[config.mk]
export PLATFORM = sky130hd
export DESIGN_NAME = response_frame_crc_checker_core
export DESIGN_NICKNAME = d
export VERILOG_FILES = /design/src/rtl/core/rfcc_pkg.sv /design/src/rtl/core/response_frame_crc_checker_core.sv /design/src/rtl/core/rfcc_cfg_regs.sv /design/src/rtl/core/rfcc_frame_ctrl.sv
export SDC_FILE = /design/constraint.sdc
export NUM_CORES = 1
export LEC_CHECK = 0
export ABC_CLOCK_PERIOD_IN_PS = 4100
export BUFFER_PORTS_ARGS = -buffer_cell sky130_fd_sc_hd__buf_4
export CELL_PAD_IN_SITES_DETAIL_PLACEMENT = 2
export CELL_PAD_IN_SITES_GLOBAL_PLACEMENT = 2
export CORE_MARGIN = 2
export CORE_UTILIZATION = 30
export CTS_CLUSTER_DIAMETER = 30
export CTS_CLUSTER_SIZE = 30
export DETAILED_ROUTE_END_ITERATION = 16
export HOLD_SLACK_MARGIN = 0.05
export PLACE_DENSITY = 0.74
export SLEW_MARGIN = 10
export SYNTH_ARGS = -nofsm -noshare
export SYNTH_HDL_FRONTEND = slang
export SYNTH_SLANG_ARGS = --single-unit
[constraint.sdc]
create_clock -name clk -period 4.1 [get_ports clk]
set_input_delay 0.41 -clock clk [delete_from_list [all_inputs] [get_ports clk]]
set_output_delay 0.41 -clock clk [all_outputs]
set_load 0.02 [all_outputs]
[src/rtl/core/rfcc_pkg.sv]
// Package: shared types, constants and the byte-wide CRC-16 step for the frame checker.
package rfcc_pkg;

  localparam int unsigned MAX_FRAME_LIMIT = 155;
  localparam int unsigned MIN_FRAME_LEN   = 4;
  localparam logic [15:0] CRC_POLY        = 16'h8005;
  localparam logic [7:0]  STATUS_OK       = 8'h00;
  localparam logic [7:0]  MAX_LEN_RESET   = 8'd155;

  localparam int unsigned CFG_ADDR_W = 3;
  localparam int unsigned CFG_DATA_W = 32;

  typedef enum logic [0:0] {
    REG_MAX_FRAME_LEN = 1'b0
  } reg_idx_t;

  typedef enum logic [1:0] {
    VERDICT_OK      = 2'd0,
    VERDICT_BAD_LEN = 2'd1,
    VERDICT_CRC_ERR = 2'd2,
    VERDICT_DEV_ERR = 2'd3
  } verdict_t;

  typedef struct packed {
    verdict_t    verdict;
    logic [7:0]  status_code;
    logic [7:0]  frame_length;
    logic [15:0] crc_computed;
  } result_t;

  // One byte through the CRC, data LSB first, MSB-first register shift.
  function automatic logic [15:0] crc_byte(input logic [15:0] crc_in,
                                           input logic [7:0]  data);
    logic [15:0] c;
    logic        fb;
    c = crc_in;
    for (int k = 0; k < 8; k++) begin
      fb = c[15] ^ data[k];
      c  = {c[14:0], 1'b0};
      if (fb) begin
        c = c ^ CRC_POLY;
      end
    end
    return c;
  endfunction

endpackage

[src/rtl/core/response_frame_crc_checker_core.sv]
// Top level: input register, frame checker, result register and config port.
// Checks length-prefixed response frames one byte per transaction. A byte
// with in_frame_start high is the frame's count byte; a count below 4, above
// max_frame_len or above 155 gives a bad-length result at once. Otherwise a
// CRC-16 (poly 0x8005, init 0, data LSB first, no output reflection) runs
// over all but the last two bytes, which hold the expected CRC low byte
// first, and the last byte yields one result: ok, CRC mismatch, or device
// error (4-byte frame with nonzero status). Bytes outside a frame
// produce nothing; a new start inside a frame drops the open one silently.
// Throughput is one byte per cycle unless out_stall holds a result: the
// unrolled CRC step follows the input register. The last byte passes the
// input and result registers before out_valid; the one-entry input register
// takes a byte while a result waits. The user must write max_frame_len
// (byte address 0, reset 155) only while idle; the block does not check it.
module response_frame_crc_checker_core (
  input  logic                             clk,
  input  logic                             rst_n,
  // input channel
  input  logic                             in_valid,
  output logic                             in_stall,
  input  logic [7:0]                       in_rx_byte,
  input  logic                             in_frame_start,
  // result channel
  output logic                             out_valid,
  input  logic                             out_stall,
  output logic [1:0]                       out_verdict,
  output logic [7:0]                       out_status_code,
  output logic [7:0]                       out_frame_length,
  output logic [15:0]                      out_crc_computed,
  // configuration port
  input  logic                             cfg_psel,
  input  logic                             cfg_penable,
  input  logic                             cfg_pwrite,
  input  logic [rfcc_pkg::CFG_ADDR_W-1:0]  cfg_paddr,
  input  logic [rfcc_pkg::CFG_DATA_W-1:0]  cfg_pwdata,
  output logic [rfcc_pkg::CFG_DATA_W-1:0]  cfg_prdata,
  output logic                             cfg_pready
);
  import rfcc_pkg::*;

  logic       s1_valid_r, s1_valid_nxt;
  logic [7:0] s1_byte_r;
  logic       s1_start_r;

  logic       out_valid_r, out_valid_nxt;
  result_t    out_res_r;

  logic       in_accept;
  logic       out_free;
  logic       fire;
  logic       emit;
  result_t    res;
  logic [7:0] max_frame_len;

  rfcc_cfg_regs u_cfg (
    .clk           (clk),
    .rst_n         (rst_n),
    .cfg_psel      (cfg_psel),
    .cfg_penable   (cfg_penable),
    .cfg_pwrite    (cfg_pwrite),
    .cfg_paddr     (cfg_paddr),
    .cfg_pwdata    (cfg_pwdata),
    .cfg_prdata    (cfg_prdata),
    .cfg_pready    (cfg_pready),
    .max_frame_len (max_frame_len)
  );

  // result slot is free if empty or being drained this cycle
  assign out_free  = !out_valid_r || !out_stall;
  assign fire      = s1_valid_r && out_free;
  assign in_stall  = s1_valid_r && !out_free;
  assign in_accept = in_valid && !in_stall;

  rfcc_frame_ctrl u_ctrl (
    .clk           (clk),
    .rst_n         (rst_n),
    .fire          (fire),
    .rx_byte       (s1_byte_r),
    .frame_start   (s1_start_r),
    .max_frame_len (max_frame_len),
    .emit          (emit),
    .res           (res)
  );

  // input register
  always_comb begin
    s1_valid_nxt = s1_valid_r;
    if (in_accept) begin
      s1_valid_nxt = 1'b1;
    end else if (fire) begin
      s1_valid_nxt = 1'b0;
    end
  end

  always_ff @(posedge clk) begin
    if (!rst_n) begin
      s1_valid_r <= 1'b0;
    end else begin
      s1_valid_r <= s1_valid_nxt;
    end
  end

  always_ff @(posedge clk) begin
    if (in_accept) begin
      s1_byte_r  <= in_rx_byte;
      s1_start_r <= in_frame_start;
    end
  end

  // result register
  always_comb begin
    out_valid_nxt = out_valid_r;
    if (fire && emit) begin
      out_valid_nxt = 1'b1;
    end else if (out_valid_r && !out_stall) begin
      out_valid_nxt = 1'b0;
    end
  end

  always_ff @(posedge clk) begin
    if (!rst_n) begin
      out_valid_r <= 1'b0;
    end else begin
      out_valid_r <= out_valid_nxt;
    end
  end

  always_ff @(posedge clk) begin
    if (fire && emit) begin
      out_res_r <= res;
    end
  end

  assign out_valid        = out_valid_r;
  assign out_verdict      = out_res_r.verdict;
  assign out_status_code  = out_res_r.status_code;
  assign out_frame_length = out_res_r.frame_length;
  assign out_crc_computed = out_res_r.crc_computed;

  // bad-length results carry no status and no CRC
  a_bad_len_fields : assert property (@(posedge clk) disable iff (!rst_n)
    out_valid_r && out_res_r.verdict == VERDICT_BAD_LEN |->
      out_res_r.status_code == 8'h00 && out_res_r.crc_computed == 16'h0000)
    else $error("bad-length result with nonzero status or crc");

  // device error only on minimum-length frames
  a_dev_err_len : assert property (@(posedge clk) disable iff (!rst_n)
    out_valid_r && out_res_r.verdict == VERDICT_DEV_ERR |->
      out_res_r.frame_length == 8'(MIN_FRAME_LEN))
    else $error("device error verdict on frame longer than minimum");

  // judged frames respect the length limits
  a_judged_len : assert property (@(posedge clk) disable iff (!rst_n)
    out_valid_r && out_res_r.verdict != VERDICT_BAD_LEN |->
      out_res_r.frame_length >= 8'(MIN_FRAME_LEN) &&
      out_res_r.frame_length <= 8'(MAX_FRAME_LIMIT))
    else $error("judged frame length out of range");

  // input stalls only with a byte parked behind a blocked result
  a_stall_cause : assert property (@(posedge clk) disable iff (!rst_n)
    in_stall |-> s1_valid_r && out_valid_r && out_stall)
    else $error("input stalled without a blocked result");

endmodule

[src/rtl/core/rfcc_cfg_regs.sv]
// Configuration register bank: APB-style access to the maximum frame length.
module rfcc_cfg_regs (
  input  logic                             clk,
  input  logic                             rst_n,
  input  logic                             cfg_psel,
  input  logic                             cfg_penable,
  input  logic                             cfg_pwrite,
  input  logic [rfcc_pkg::CFG_ADDR_W-1:0]  cfg_paddr,
  input  logic [rfcc_pkg::CFG_DATA_W-1:0]  cfg_pwdata,
  output logic [rfcc_pkg::CFG_DATA_W-1:0]  cfg_prdata,
  output logic                             cfg_pready,
  output logic [7:0]                       max_frame_len
);
  import rfcc_pkg::*;

  logic [7:0] max_len_r;
  logic [7:0] max_len_nxt;
  logic       wr_en;
  reg_idx_t   reg_idx;
  logic       addr_hit;

  assign cfg_pready = 1'b1;
  assign reg_idx    = reg_idx_t'(cfg_paddr[CFG_ADDR_W-1]);
  assign addr_hit   = (reg_idx == REG_MAX_FRAME_LEN);
  assign wr_en      = cfg_psel & cfg_penable & cfg_pwrite & cfg_pready;

  always_comb begin
    max_len_nxt = max_len_r;
    if (wr_en && addr_hit) begin
      max_len_nxt = cfg_pwdata[7:0];
    end
  end

  always_ff @(posedge clk) begin
    if (!rst_n) begin
      max_len_r <= MAX_LEN_RESET;
    end else begin
      max_len_r <= max_len_nxt;
    end
  end

  always_comb begin
    cfg_prdata = '0;
    if (addr_hit) begin
      cfg_prdata = {{(CFG_DATA_W-8){1'b0}}, max_len_r};
    end
  end

  assign max_frame_len = max_len_r;

endmodule

[src/rtl/core/rfcc_frame_ctrl.sv]
// Frame tracking state and verdict logic, one byte per fire.
module rfcc_frame_ctrl (
  input  logic                clk,
  input  logic                rst_n,
  input  logic                fire,
  input  logic [7:0]          rx_byte,
  input  logic                frame_start,
  input  logic [7:0]          max_frame_len,
  output logic                emit,
  output rfcc_pkg::result_t   res
);
  import rfcc_pkg::*;

  logic        in_frame_r,  in_frame_nxt;
  logic [7:0]  pos_r,       pos_nxt;
  logic [7:0]  count_r,     count_nxt;
  logic [15:0] crc_r,       crc_nxt;
  logic [7:0]  status_r,    status_nxt;
  logic [7:0]  crc_lo_r,    crc_lo_nxt;

  logic [7:0]  body_end;
  logic        len_bad;
  logic [15:0] crc_expect;

  assign body_end   = count_r - 8'd2;
  assign len_bad    = (rx_byte < 8'(MIN_FRAME_LEN)) || (rx_byte > max_frame_len) ||
                      (rx_byte > 8'(MAX_FRAME_LIMIT));
  assign crc_expect = {rx_byte, crc_lo_r};

  always_comb begin
    in_frame_nxt = in_frame_r;
    pos_nxt      = pos_r;
    count_nxt    = count_r;
    crc_nxt      = crc_r;
    status_nxt   = status_r;
    crc_lo_nxt   = crc_lo_r;
    emit         = 1'b0;
    res          = '0;
    if (fire) begin
      if (frame_start) begin
        if (len_bad) begin
          in_frame_nxt     = 1'b0;
          pos_nxt          = '0;
          count_nxt        = '0;
          crc_nxt          = '0;
          status_nxt       = '0;
          crc_lo_nxt       = '0;
          emit             = 1'b1;
          res.verdict      = VERDICT_BAD_LEN;
          res.frame_length = rx_byte;
        end else begin
          in_frame_nxt = 1'b1;
          count_nxt    = rx_byte;
          pos_nxt      = 8'd1;
          crc_nxt      = crc_byte(16'h0000, rx_byte);
          status_nxt   = '0;
          crc_lo_nxt   = '0;
        end
      end else if (in_frame_r) begin
        if (pos_r < body_end) begin
          if (pos_r == 8'd1) begin
            status_nxt = rx_byte;
          end
          crc_nxt = crc_byte(crc_r, rx_byte);
          pos_nxt = pos_r + 8'd1;
        end else if (pos_r == body_end) begin
          crc_lo_nxt = rx_byte;
          pos_nxt    = pos_r + 8'd1;
        end else begin
          emit             = 1'b1;
          res.status_code  = status_r;
          res.frame_length = count_r;
          res.crc_computed = crc_r;
          if (crc_expect != crc_r) begin
            res.verdict = VERDICT_CRC_ERR;
          end else if (count_r == 8'(MIN_FRAME_LEN) && status_r != STATUS_OK) begin
            res.verdict = VERDICT_DEV_ERR;
          end else begin
            res.verdict = VERDICT_OK;
          end
          in_frame_nxt = 1'b0;
          pos_nxt      = '0;
        end
      end
    end
  end

  always_ff @(posedge clk) begin
    if (!rst_n) begin
      in_frame_r <= 1'b0;
      pos_r      <= '0;
      count_r    <= '0;
      crc_r      <= '0;
      status_r   <= '0;
      crc_lo_r   <= '0;
    end else begin
      in_frame_r <= in_frame_nxt;
      pos_r      <= pos_nxt;
      count_r    <= count_nxt;
      crc_r      <= crc_nxt;
      status_r   <= status_nxt;
      crc_lo_r   <= crc_lo_nxt;
    end
  end

endmodule
==> impl_metrics.json, run 1 <==
{
  "min_path_type": "input pin to flop",
  "vias": 4199,
  "synth_area_sq_um": 5470,
  "postCtsSetupBuffers": 0,
  "grt_pass1_vias": 4548,
  "reg2reg_slack_ns": 0.38,
  "finClkSkew_ns": 0.00818,
  "ir_drop_mv": 0.209,
  "clock_sinks": 102,
  "clock_latency_ns": 0.36,
  "wl_per_cell_um": 18.4,
  "cts_tree": "done",
  "ant_nets": 0,
  "drtPass1Iterations": 5,
  "cts.reportedPaths.clkPinSlew_ns": 0.07,
  "synth_ff_type": "dfxtp_1",
  "p_per_area_nw_per_um2": 360,
  "antenna_cells": 0,
  "cap_violations": 0,
  "drive_above_1_share_pct": 17.4,
  "root_buffer": "clkbuf_16",
  "placed_cells": 828,
  "io-pin-count": 120,
  "postSynthAreaPerCell_sq_um": 9.93,
  "crit_top_cell": "or3_1",
  "grt_pass1_wl_um": 25100,
  "cp_top_family": "simple AND/OR/NAND/NOR gates",
  "fin_setup_tns_ns": 0,
  "worstPathArrival_ns": 3.78,
  "instances_no_fill": 844,
  "crit_path_start_kind": "flop",
  "slew_viol_final": 0,
  "critPathSlowestCell": "or3b_2",
  "fin_crit_ns": 3.72,
  "hpwlAfterDp_um": 11500,
  "cp_max_fo": 34,
  "cts_resized": 0,
  "path_class": "flop to flop",
  "via_per_inst": 4.98,
  "nNetsFinal": 690,
  "finalCritPeriodShare_pct": 90.8,
  "postCtsHoldBufs": 0,
  "synth_edf_count": 43,
  "die_h_um": 139,
  "worst_slew_pin_slew_ns": 0.974,
  "path_cells": "or3_1, or3b_2, xor2_1, ha_1, and3_1, o21ai_1, o21ai_4, a21oi_1, or3_1, inv_1, buf_12",
  "cts_max_level": 3,
  "cts-buffers-inserted": 9,
  "place.port_buffers": 68,
  "fin_util_pct": 35.9,
  "setup_viol_count_final": 0,
  "globalplace.congestion": 0.773,
  "antenna_found_initial": 0,
  "relSlewSlack_pct": 35.1,
  "async_flop_share_pct": 0,
  "cp.required_ns": 4.16,
  "die_w_um": 139,
  "core_region_area_sq_um": 17900,
  "rows": 49,
  "grt_max_degree": 41,
  "drt_iter0_drc": 171,
  "netlist_instances": 551,
  "synth_cell_types": 59,
  "grtUsageTotal_pct": 16.4,
  "leakage_nw": 2.69,
  "drt_wl_total_um": 15500,
  "worstSetupEndpointType": "flop",
  "path_buf_inv": 2,
  "drcViolationCount": 0,
  "ys_seq_elements": 102,
  "grt_remaining_overflow": 0,
  "yosysSeqAreaShare_pct": 45.2,
  "cp_slowest_stage_delay_ns": 0.50,
  "cts_max_path_buffers": 2,
  "fmax_ghz": 0.268,
  "power.total_w": 0.00231,
  "yosys_warnings": 0,
  "die_area_sq_um": 19300,
  "finalHoldViolCount": 0,
  "initial_core_util_pct": 30.6,
  "syn_to_final_growth_pct": 17.3,
  "rsz0062_at_grt": "no",
  "status": "completed"
}
path summary, 6_finish.rpt:
check,depth (start not counted),endpoint,start
hold / removal,1,s1_byte_r[7]$_DFFE_PP_,in_rx_byte[7]
setup reg to reg,11,out_crc_computed[6]$_SDFFCE_PP0P_,u_ctrl.count_r[3]$_SDFFE_PN0P_
setup / recovery,11,out_crc_computed[6]$_SDFFCE_PP0P_,u_ctrl.count_r[3]$_SDFFE_PN0P_
hold reg to reg,2,u_cfg.max_frame_len[5]$_SDFFE_PN0P_,u_cfg.max_frame_len[5]$_SDFFE_PN0P_
final cells by class:
cell class,instances,area (sq um)
Multi-Input combinational cell,398,2680
Fill cell,1961,11500
Timing Repair Buffer,77,591
Clock inverter,7,81.3
Inverter,22,82.6
Tap cell,229,287
Clock buffer,9,225
Sequential cell,102,2470
layer usage:
metal  vias up  global-route usage, %  wire length [um]
li1       1995                      -                 -
met5         -                      0                 0
met1      2072                   21.9              7440
met3        21                   2.14               617
met2       111                   27.2              7140
met4         0                   6.06               335
per-stage QoR:
stage | cell area (sq um) | setup slack, ns | hold slack [ns]
after global routing | 6420 | 0.219 | 0.219
after detailed placement | 6110 | 0.410 | 0.457
final | 6420 | 0.376 | 0.224
after floorplan | 5560 | 0.239 | 0.436
after CTS | 6420 | 0.391 | 0.219
after global placement | 6110 | 0.541 | 0.445
cell usage after synthesis (2+ instances only):
cell / instances / share of area [%]
edfxtp_1: 43 / 24
xnor2_2: 2 / 0.59
or3_1: 3 / 0.34
a31oi_1: 3 / 0.34
mux2i_1: 7 / 1.3
xnor2_1: 21 / 3.4
ha_1: 29 / 6.6
nand2_1: 39 / 2.7
nor3_2: 2 / 0.37
a32o_1: 2 / 0.37
and3_1: 5 / 0.57
and2_1: 26 / 3.0
buf_2: 8 / 0.73
clkbuf_1: 13 / 0.89
xor2_1: 29 / 4.6
nand4b_1: 2 / 0.32
a21o_1: 4 / 0.55
nor2b_1: 7 / 0.80
a21oi_1: 30 / 2.7
nor3_1: 9 / 0.82
nand3_1: 13 / 1.2
inv_1: 22 / 1.5
a211oi_1: 11 / 1.5
o21a_1: 2 / 0.27
o21ai_1: 3 / 0.27
o211ai_1: 7 / 0.96
dfxtp_1: 59 / 22
a22o_1: 16 / 2.6
nand4_1: 4 / 0.46
nor4_1: 8 / 0.91
nor3b_1: 3 / 0.41
nor2_1: 53 / 3.6
a22oi_1: 5 / 0.69
buf_4: 28 / 3.8
o21ai_0: 8 / 0.73
conb_1: 2 / 0.14
where the power goes:
group / switching (W) / internal, W
logic: 0.000179 / 0.000122
registers: 0.0000368 / 0.00108
clock network: 0.000417 / 0.000482
total: 0.000633 / 0.00168
worst reg2reg max path, stage by stage, from the launching register on:
cell     delay, ns
dfxtp_1       0.37
or3_1         0.45
or3b_2        0.50
xor2_1        0.17
ha_1          0.30
and3_1        0.22
o21ai_1       0.14
o21ai_4       0.32
a21oi_1       0.14
or3_1         0.47
inv_1         0.12
buf_12        0.21
logic make-up (layout without fill, tap and decap cells):
family                     after synthesis  after routing  synth area share (%)
other                                    2             25                 0.137
adders and majority gates               29             29                  6.63
and+or+nand+nor                        183            183                  17.0
muxes                                    7              7                  1.28
AOI/OAI and AO/OA                      100            100                  12.9
buffers and inverters                   74            115                  7.39
DFF                                    102            102                  45.2
xor gates and xnor gates                54             54                  9.45
cell usage in the layout (no fill, tap or decap), types with 2 or more instances in the layout:
master      Yosys  routed
a211oi_1       11      11
a21o_1          4       4
a21oi_1        30      30
a22o_1         16      16
a22oi_1         5       5
a31oi_1         3       3
a32o_1          2       2
and2_1         26      26
and3_1          5       5
buf_4          28      76
clkbuf_16       0       9
clkinvlp_4      0       2
conb_1          2      25
dfxtp_1        59      59
edfxtp_1       43      43
ha_1           29      29
inv_1          22      22
inv_8           0       2
mux2i_1         7       7
nand2_1        39      39
nand3_1        13      13
nand4_1         4       4
nand4b_1        2       2
nor2_1         53      53
nor2b_1         7       7
nor3_1          9       9
nor3_2          2       2
nor3b_1         3       3
nor4_1          8       8
o211ai_1        7       7
o21a_1          2       2
o21ai_0         8       8
o21ai_1         3       3
or3_1           3       3
xnor2_1        21      21
xnor2_2         2       2
xor2_1         29      29
Power figures use the tool's default switching activity.
==> run 2: changes to the inputs <==
--- a/config.mk
+++ b/config.mk
@@ -7,15 +7,13 @@
 export LEC_CHECK = 0
 export ABC_CLOCK_PERIOD_IN_PS = 4100
 export BUFFER_PORTS_ARGS = -buffer_cell sky130_fd_sc_hd__buf_4
-export CELL_PAD_IN_SITES_DETAIL_PLACEMENT = 2
-export CELL_PAD_IN_SITES_GLOBAL_PLACEMENT = 2
 export CORE_MARGIN = 2
-export CORE_UTILIZATION = 30
+export CORE_UTILIZATION = 49
 export CTS_CLUSTER_DIAMETER = 30
 export CTS_CLUSTER_SIZE = 30
 export DETAILED_ROUTE_END_ITERATION = 16
 export HOLD_SLACK_MARGIN = 0.05
-export PLACE_DENSITY = 0.74
+export PLACE_DENSITY = 0.75
 export SLEW_MARGIN = 10
 export SYNTH_ARGS = -nofsm -noshare
 export SYNTH_HDL_FRONTEND = slang
==> impl_metrics.json, run 2 (synthesis results as in run 1) <==
{
  "cp_max_fo": 34,
  "cts.reportedPaths.clkPinSlew_ns": 0.10,
  "vias": 4007,
  "status": "completed",
  "die_area_sq_um": 12000,
  "p_per_area_nw_per_um2": 333,
  "place.port_buffers": 68,
  "ir_drop_mv": 0.203,
  "crit_path_start_kind": "flop",
  "clock_latency_ns": 0.38,
  "postPlaceCellArea_sq_um": 5970,
  "die_h_um": 110,
  "setup_viol_count_final": 0,
  "combPwrFrac_pct": 13.5,
  "grt_max_degree": 35,
  "multi_input_area_sq_um": 2680,
  "grtUsageMet1_pct": 28.9,
  "clkPwrFrac_pct": 32.4,
  "whs_ns": 0.207,
  "seqPwrFrac_pct": 54.2,
  "n_fill_cell": 959,
  "postCtsHoldBufs": 0,
  "min_path_type": "input pin to flop",
  "ant_nets": 0,
  "crit_path_start": "u_ctrl.count_r[3]$_SDFFE_PN0P_",
  "syn_to_final_growth_pct": 12.9,
  "cts_resized": 0,
  "met3_usage_pct": 2.49,
  "rsz0062_at_grt": "no",
  "layout_common_cells": "72 x buf_4, 59 x dfxtp_1, 53 x nor2_1",
  "antenna_found_initial": 0,
  "drt_wl_total_um": 11600,
  "drt_iter0_drc": 172,
  "nNetsFinal": 686,
  "top_usage_layer": "met2",
  "final_common_cell": "buf_4",
  "hold_path_startpoint": "in_rx_byte[2]",
  "cts_max_path_buffers": 2,
  "via_per_inst": 5.34,
  "rows": 38,
  "slew_viol_final": 0,
  "core_region_area_sq_um": 10900,
  "fin_area_sq_um": 6180,
  "grt_pass1_vias": 3682,
  "wl_per_cell_um": 15.4,
  "r2r-start": "u_ctrl.count_r[3]$_SDFFE_PN0P_",
  "grt_pass1_wl_um": 18600,
  "postCtsSetupBuffers": 0,
  "antenna_cells": 0,
  "fin_crit_ns": 3.73,
  "drcViolationCount": 0,
  "io-pin-count": 120,
  "power_switching_w": 0.000571,
  "hpwlAfterDp_um": 8370,
  "cts_tree": "done",
  "fmax_ghz": 0.268,
  "grt_remaining_overflow": 0,
  "die_w_um": 110,
  "initial_core_util_pct": 50.2,
  "drive_above_1_share_pct": 16.9,
  "worst_slew_pin_slew_ns": 0.857,
  "p_sw_share_pct": 27.7,
  "clock_sinks": 102,
  "globalplace.congestion": 0.934,
  "p_int_w": 0.00149,
  "drtPass1Iterations": 4,
  "cts-buffers-inserted": 9,
  "worstSetupEndpointType": "flop",
  "cp.required_ns": 4.18,
  "root_buffer": "clkbuf_8",
  "relSlewSlack_pct": 42.9,
  "path_class": "flop to flop",
  "grtUsageTotal_pct": 20.1,
  "regArea_sq_um": 2470,
  "grt_util_met2_pct": 31.4,
  "finalHoldViolCount": 0,
  "cts_max_level": 3,
  "worstPathArrival_ns": 3.82,
  "finalCritPeriodShare_pct": 91.1,
  "finClkSkew_ns": 0.00952,
  "fin_setup_tns_ns": 0,
  "cap_violations": 0,
  "leakage_nw": 2.62
}
-- run 2: cell types whose count changed in the layout (fill, tap and decap cells not counted), sizes merged --
cell	before	now
buf	77	73
clkinv	2	1
inv	24	25
-- run 2: area by class of cell --
cell class	count	area share, %
clock buffers	9	2.01
clock inverters	7	1.32
inverters	22	1.34
multi-input cells	398	43.4
flip-flops and latches	102	40.0
well taps	140	2.84
repair buffers	73	9.08
-- run 2: power by group through the flow --
stage | registers (W) | clock network, W | logic, W
after floorplan | 0.00112 | 0 | 0.000235
after global placement | 0.00114 | 0 | 0.000267
after detailed placement | 0.00114 | 0 | 0.000275
after CTS | 0.00112 | 0.000673 | 0.000276
after global routing | 0.00112 | 0.000713 | 0.000306
final | 0.00112 | 0.000666 | 0.000277
-- run 2: layer usage --
metal / vias up / routed length [um]
met2: 162 / 5090
met5: - / 0
met1: 1847 / 5510
met3: 19 / 749
li1: 1979 / -
met4: 0 / 204
-- run 2: worst paths after layout --
path                                                            end  slack, ns  depth (start not counted)
worst max register to register   out_crc_computed[15]$_SDFFCE_PP0P_       0.37                         11
worst min-delay path                         s1_byte_r[2]$_DFFE_PP_       0.21                          1
worst max-delay path             out_crc_computed[15]$_SDFFCE_PP0P_       0.37                         11
worst min register to register  u_cfg.max_frame_len[5]$_SDFFE_PN0P_       0.46                          2
-- run 2: worst max-delay path, stage by stage, from the launching register on --
cell,delay [ns]
dfxtp_1,0.37
or3_1,0.44
or3b_2,0.49
xor2_1,0.17
ha_1,0.30
and3_1,0.20
o21ai_1,0.11
o21ai_4,0.28
a21oi_1,0.27
or3_1,0.47
inv_1,0.12
buf_12,0.21
-- run 2: metrics by stage --
step | total power, W | instances | setup WS, ns | util [%]
detailed placement | 0.00141 | 735 | 0.401 | 54.8
floorplan | 0.00135 | 574 | 0.239 | -
CTS | 0.00206 | 751 | 0.385 | 56.7
global route | 0.00214 | 751 | 0.209 | 56.7
finish | 0.00206 | 751 | 0.366 | 56.7
global placement | 0.00140 | 735 | 0.458 | 54.8
==> run 3: changes to the inputs <==
--- a/config.mk
+++ b/config.mk
@@ -7,9 +7,9 @@
 export LEC_CHECK = 0
 export ABC_CLOCK_PERIOD_IN_PS = 4100
 export BUFFER_PORTS_ARGS = -buffer_cell sky130_fd_sc_hd__buf_4
+export CORE_ASPECT_RATIO = 0.7
 export CORE_MARGIN = 2
 export CORE_UTILIZATION = 49
-export CTS_CLUSTER_DIAMETER = 30
 export CTS_CLUSTER_SIZE = 30
 export DETAILED_ROUTE_END_ITERATION = 16
 export HOLD_SLACK_MARGIN = 0.05
==> impl_metrics.json, run 3 (synthesis results as in run 1) <==
{
  "grtUsageTotal_pct": 22.0,
  "ir_drop_mv": 0.190,
  "syn_to_final_growth_pct": 14.5,
  "grt_pass1_wl_um": 20300,
  "slew_viol_final": 0,
  "die_area_sq_um": 12000,
  "worstSetupEndpointType": "flop",
  "crit_path_start": "u_ctrl.count_r[3]$_SDFFE_PN0P_",
  "cts-buffers-inserted": 9,
  "grt_pass1_vias": 3952,
  "die_w_um": 130,
  "path_buf_inv": 2,
  "crit_path_start_kind": "flop",
  "cp_slowest_stage_delay_ns": 0.51,
  "drt_iter0_drc": 312,
  "io-pin-count": 120,
  "path_cells": "or3_1, or3b_2, xor2_1, ha_1, and3_1, o21ai_1, o21ai_4, a21oi_1, or3_1, inv_1, buf_12",
  "clock_sinks": 102,
  "initial_core_util_pct": 50.0,
  "cts.reportedPaths.clkPinSlew_ns": 0.07,
  "postCtsSetupBuffers": 0,
  "crit_end": "out_status_code[1]$_SDFFCE_PP0P_",
  "cts_resized": 0,
  "crit_top_cell": "or3_1",
  "hpwlAfterDp_um": 9000,
  "status": "completed",
  "fin_setup_tns_ns": 0,
  "setup_viol_count_final": 0,
  "drt_wl_total_um": 12500,
  "cp_max_fo": 34,
  "rsz0062_at_grt": "no",
  "r2r-start": "u_ctrl.count_r[3]$_SDFFE_PN0P_",
  "core_region_area_sq_um": 10900,
  "cap_violations": 0,
  "finalHoldViolCount": 0,
  "antenna_found_initial": 0,
  "cts_max_path_buffers": 2,
  "cts_tree": "done",
  "die_h_um": 92.4,
  "drive_above_1_share_pct": 16.6,
  "reg2reg_slack_ns": 0.35,
  "cp_top_family": "simple AND/OR/NAND/NOR gates",
  "finalCritPeriodShare_pct": 91.4,
  "nNetsFinal": 685,
  "clock_latency_ns": 0.35,
  "place.port_buffers": 68,
  "postPlaceCellArea_sq_um": 5980,
  "globalplace.congestion": 0.915,
  "grt_remaining_overflow": 0,
  "reg2reg_depth": 11,
  "vias": 4110,
  "cp.required_ns": 4.15,
  "drcViolationCount": 0,
  "final_common_cell": "buf_4",
  "timing.rr.end": "out_status_code[1]$_SDFFCE_PP0P_",
  "fmax_ghz": 0.267,
  "cts_max_level": 3,
  "min_path_type": "input pin to flop",
  "critPathSlowestCell": "or3b_2",
  "antenna_cells": 0,
  "rows": 32,
  "fin_crit_ns": 3.75,
  "layout_common_cells": "71 x buf_4, 59 x dfxtp_1, 53 x nor2_1",
  "grt_max_degree": 35,
  "worstPathArrival_ns": 3.80,
  "wl_per_cell_um": 16.4,
  "ant_nets": 0,
  "fin_area_sq_um": 6260,
  "p_per_area_nw_per_um2": 355,
  "via_per_inst": 5.39,
  "relSlewSlack_pct": 38.7,
  "finClkSkew_ns": 0.00896,
  "postCtsHoldBufs": 0,
  "drtPass1Iterations": 5,
  "leakage_nw": 2.65,
  "worst_slew_pin_slew_ns": 0.920,
  "root_buffer": "clkbuf_16",
  "path_depth": 11,
  "path_class": "flop to flop"
}
## run 3: worst min path at each step
stage / start / endpoint / slack [ns] / cells past startpoint
6_report: in_rx_byte[5] / s1_byte_r[5]$_DFFE_PP_ / 0.23 / 1
5_1_grt: in_rx_byte[1] / s1_byte_r[1]$_DFFE_PP_ / 0.22 / 1
4_1_cts: in_rx_byte[5] / s1_byte_r[5]$_DFFE_PP_ / 0.22 / 1
3_5_place_dp: u_cfg.max_frame_len[6]$_SDFFE_PN0P_ / u_cfg.max_frame_len[6]$_SDFFE_PN0P_ / 0.45 / 2
3_3_place_gp: u_cfg.max_frame_len[2]$_SDFFE_PN0P_ / u_cfg.max_frame_len[2]$_SDFFE_PN0P_ / 0.45 / 2
2_1_floorplan: u_cfg.max_frame_len[2]$_SDFFE_PN0P_ / u_cfg.max_frame_len[2]$_SDFFE_PN0P_ / 0.44 / 2
## run 3: layer usage
layer	share of wire, %	GRT usage, %
met4	1.3	6.36
met2	43	32.7
met1	48	32.2
met5	0	0
met3	8.1	4.62
## run 3: cell type report
| type | instances | area (sq um) |
|---|---|---|
| flip-flops and latches | 102 | 2470 |
| well taps | 153 | 191 |
| multi-input cells | 398 | 2680 |
| fillers | 970 | 4670 |
| clock buffers | 10 | 229 |
| clock inverters | 6 | 53.8 |
| repair buffers | 72 | 553 |
| inverters | 22 | 82.6 |
## run 3: per-stage QoR
stage	utilization, %	hold slack (ns)	total power (W)	setup slack, ns	instances
2_1_floorplan	-	0.436	0.00135	0.239	574
3_3_place_gp	54.7	0.447	0.00141	0.456	747
3_5_place_dp	54.7	0.452	0.00142	0.390	747
4_1_cts	57.3	0.220	0.00223	0.361	763
5_1_grt	57.3	0.221	0.00230	0.173	763
6_report	57.3	0.229	0.00222	0.352	763
## run 3: where the power goes
group	switching [W]	leakage, nW	internal (W)
sequential	0.0000408	0.906	0.00108
combinational	0.000163	1.61	0.000119
clock	0.000403	0.129	0.000423
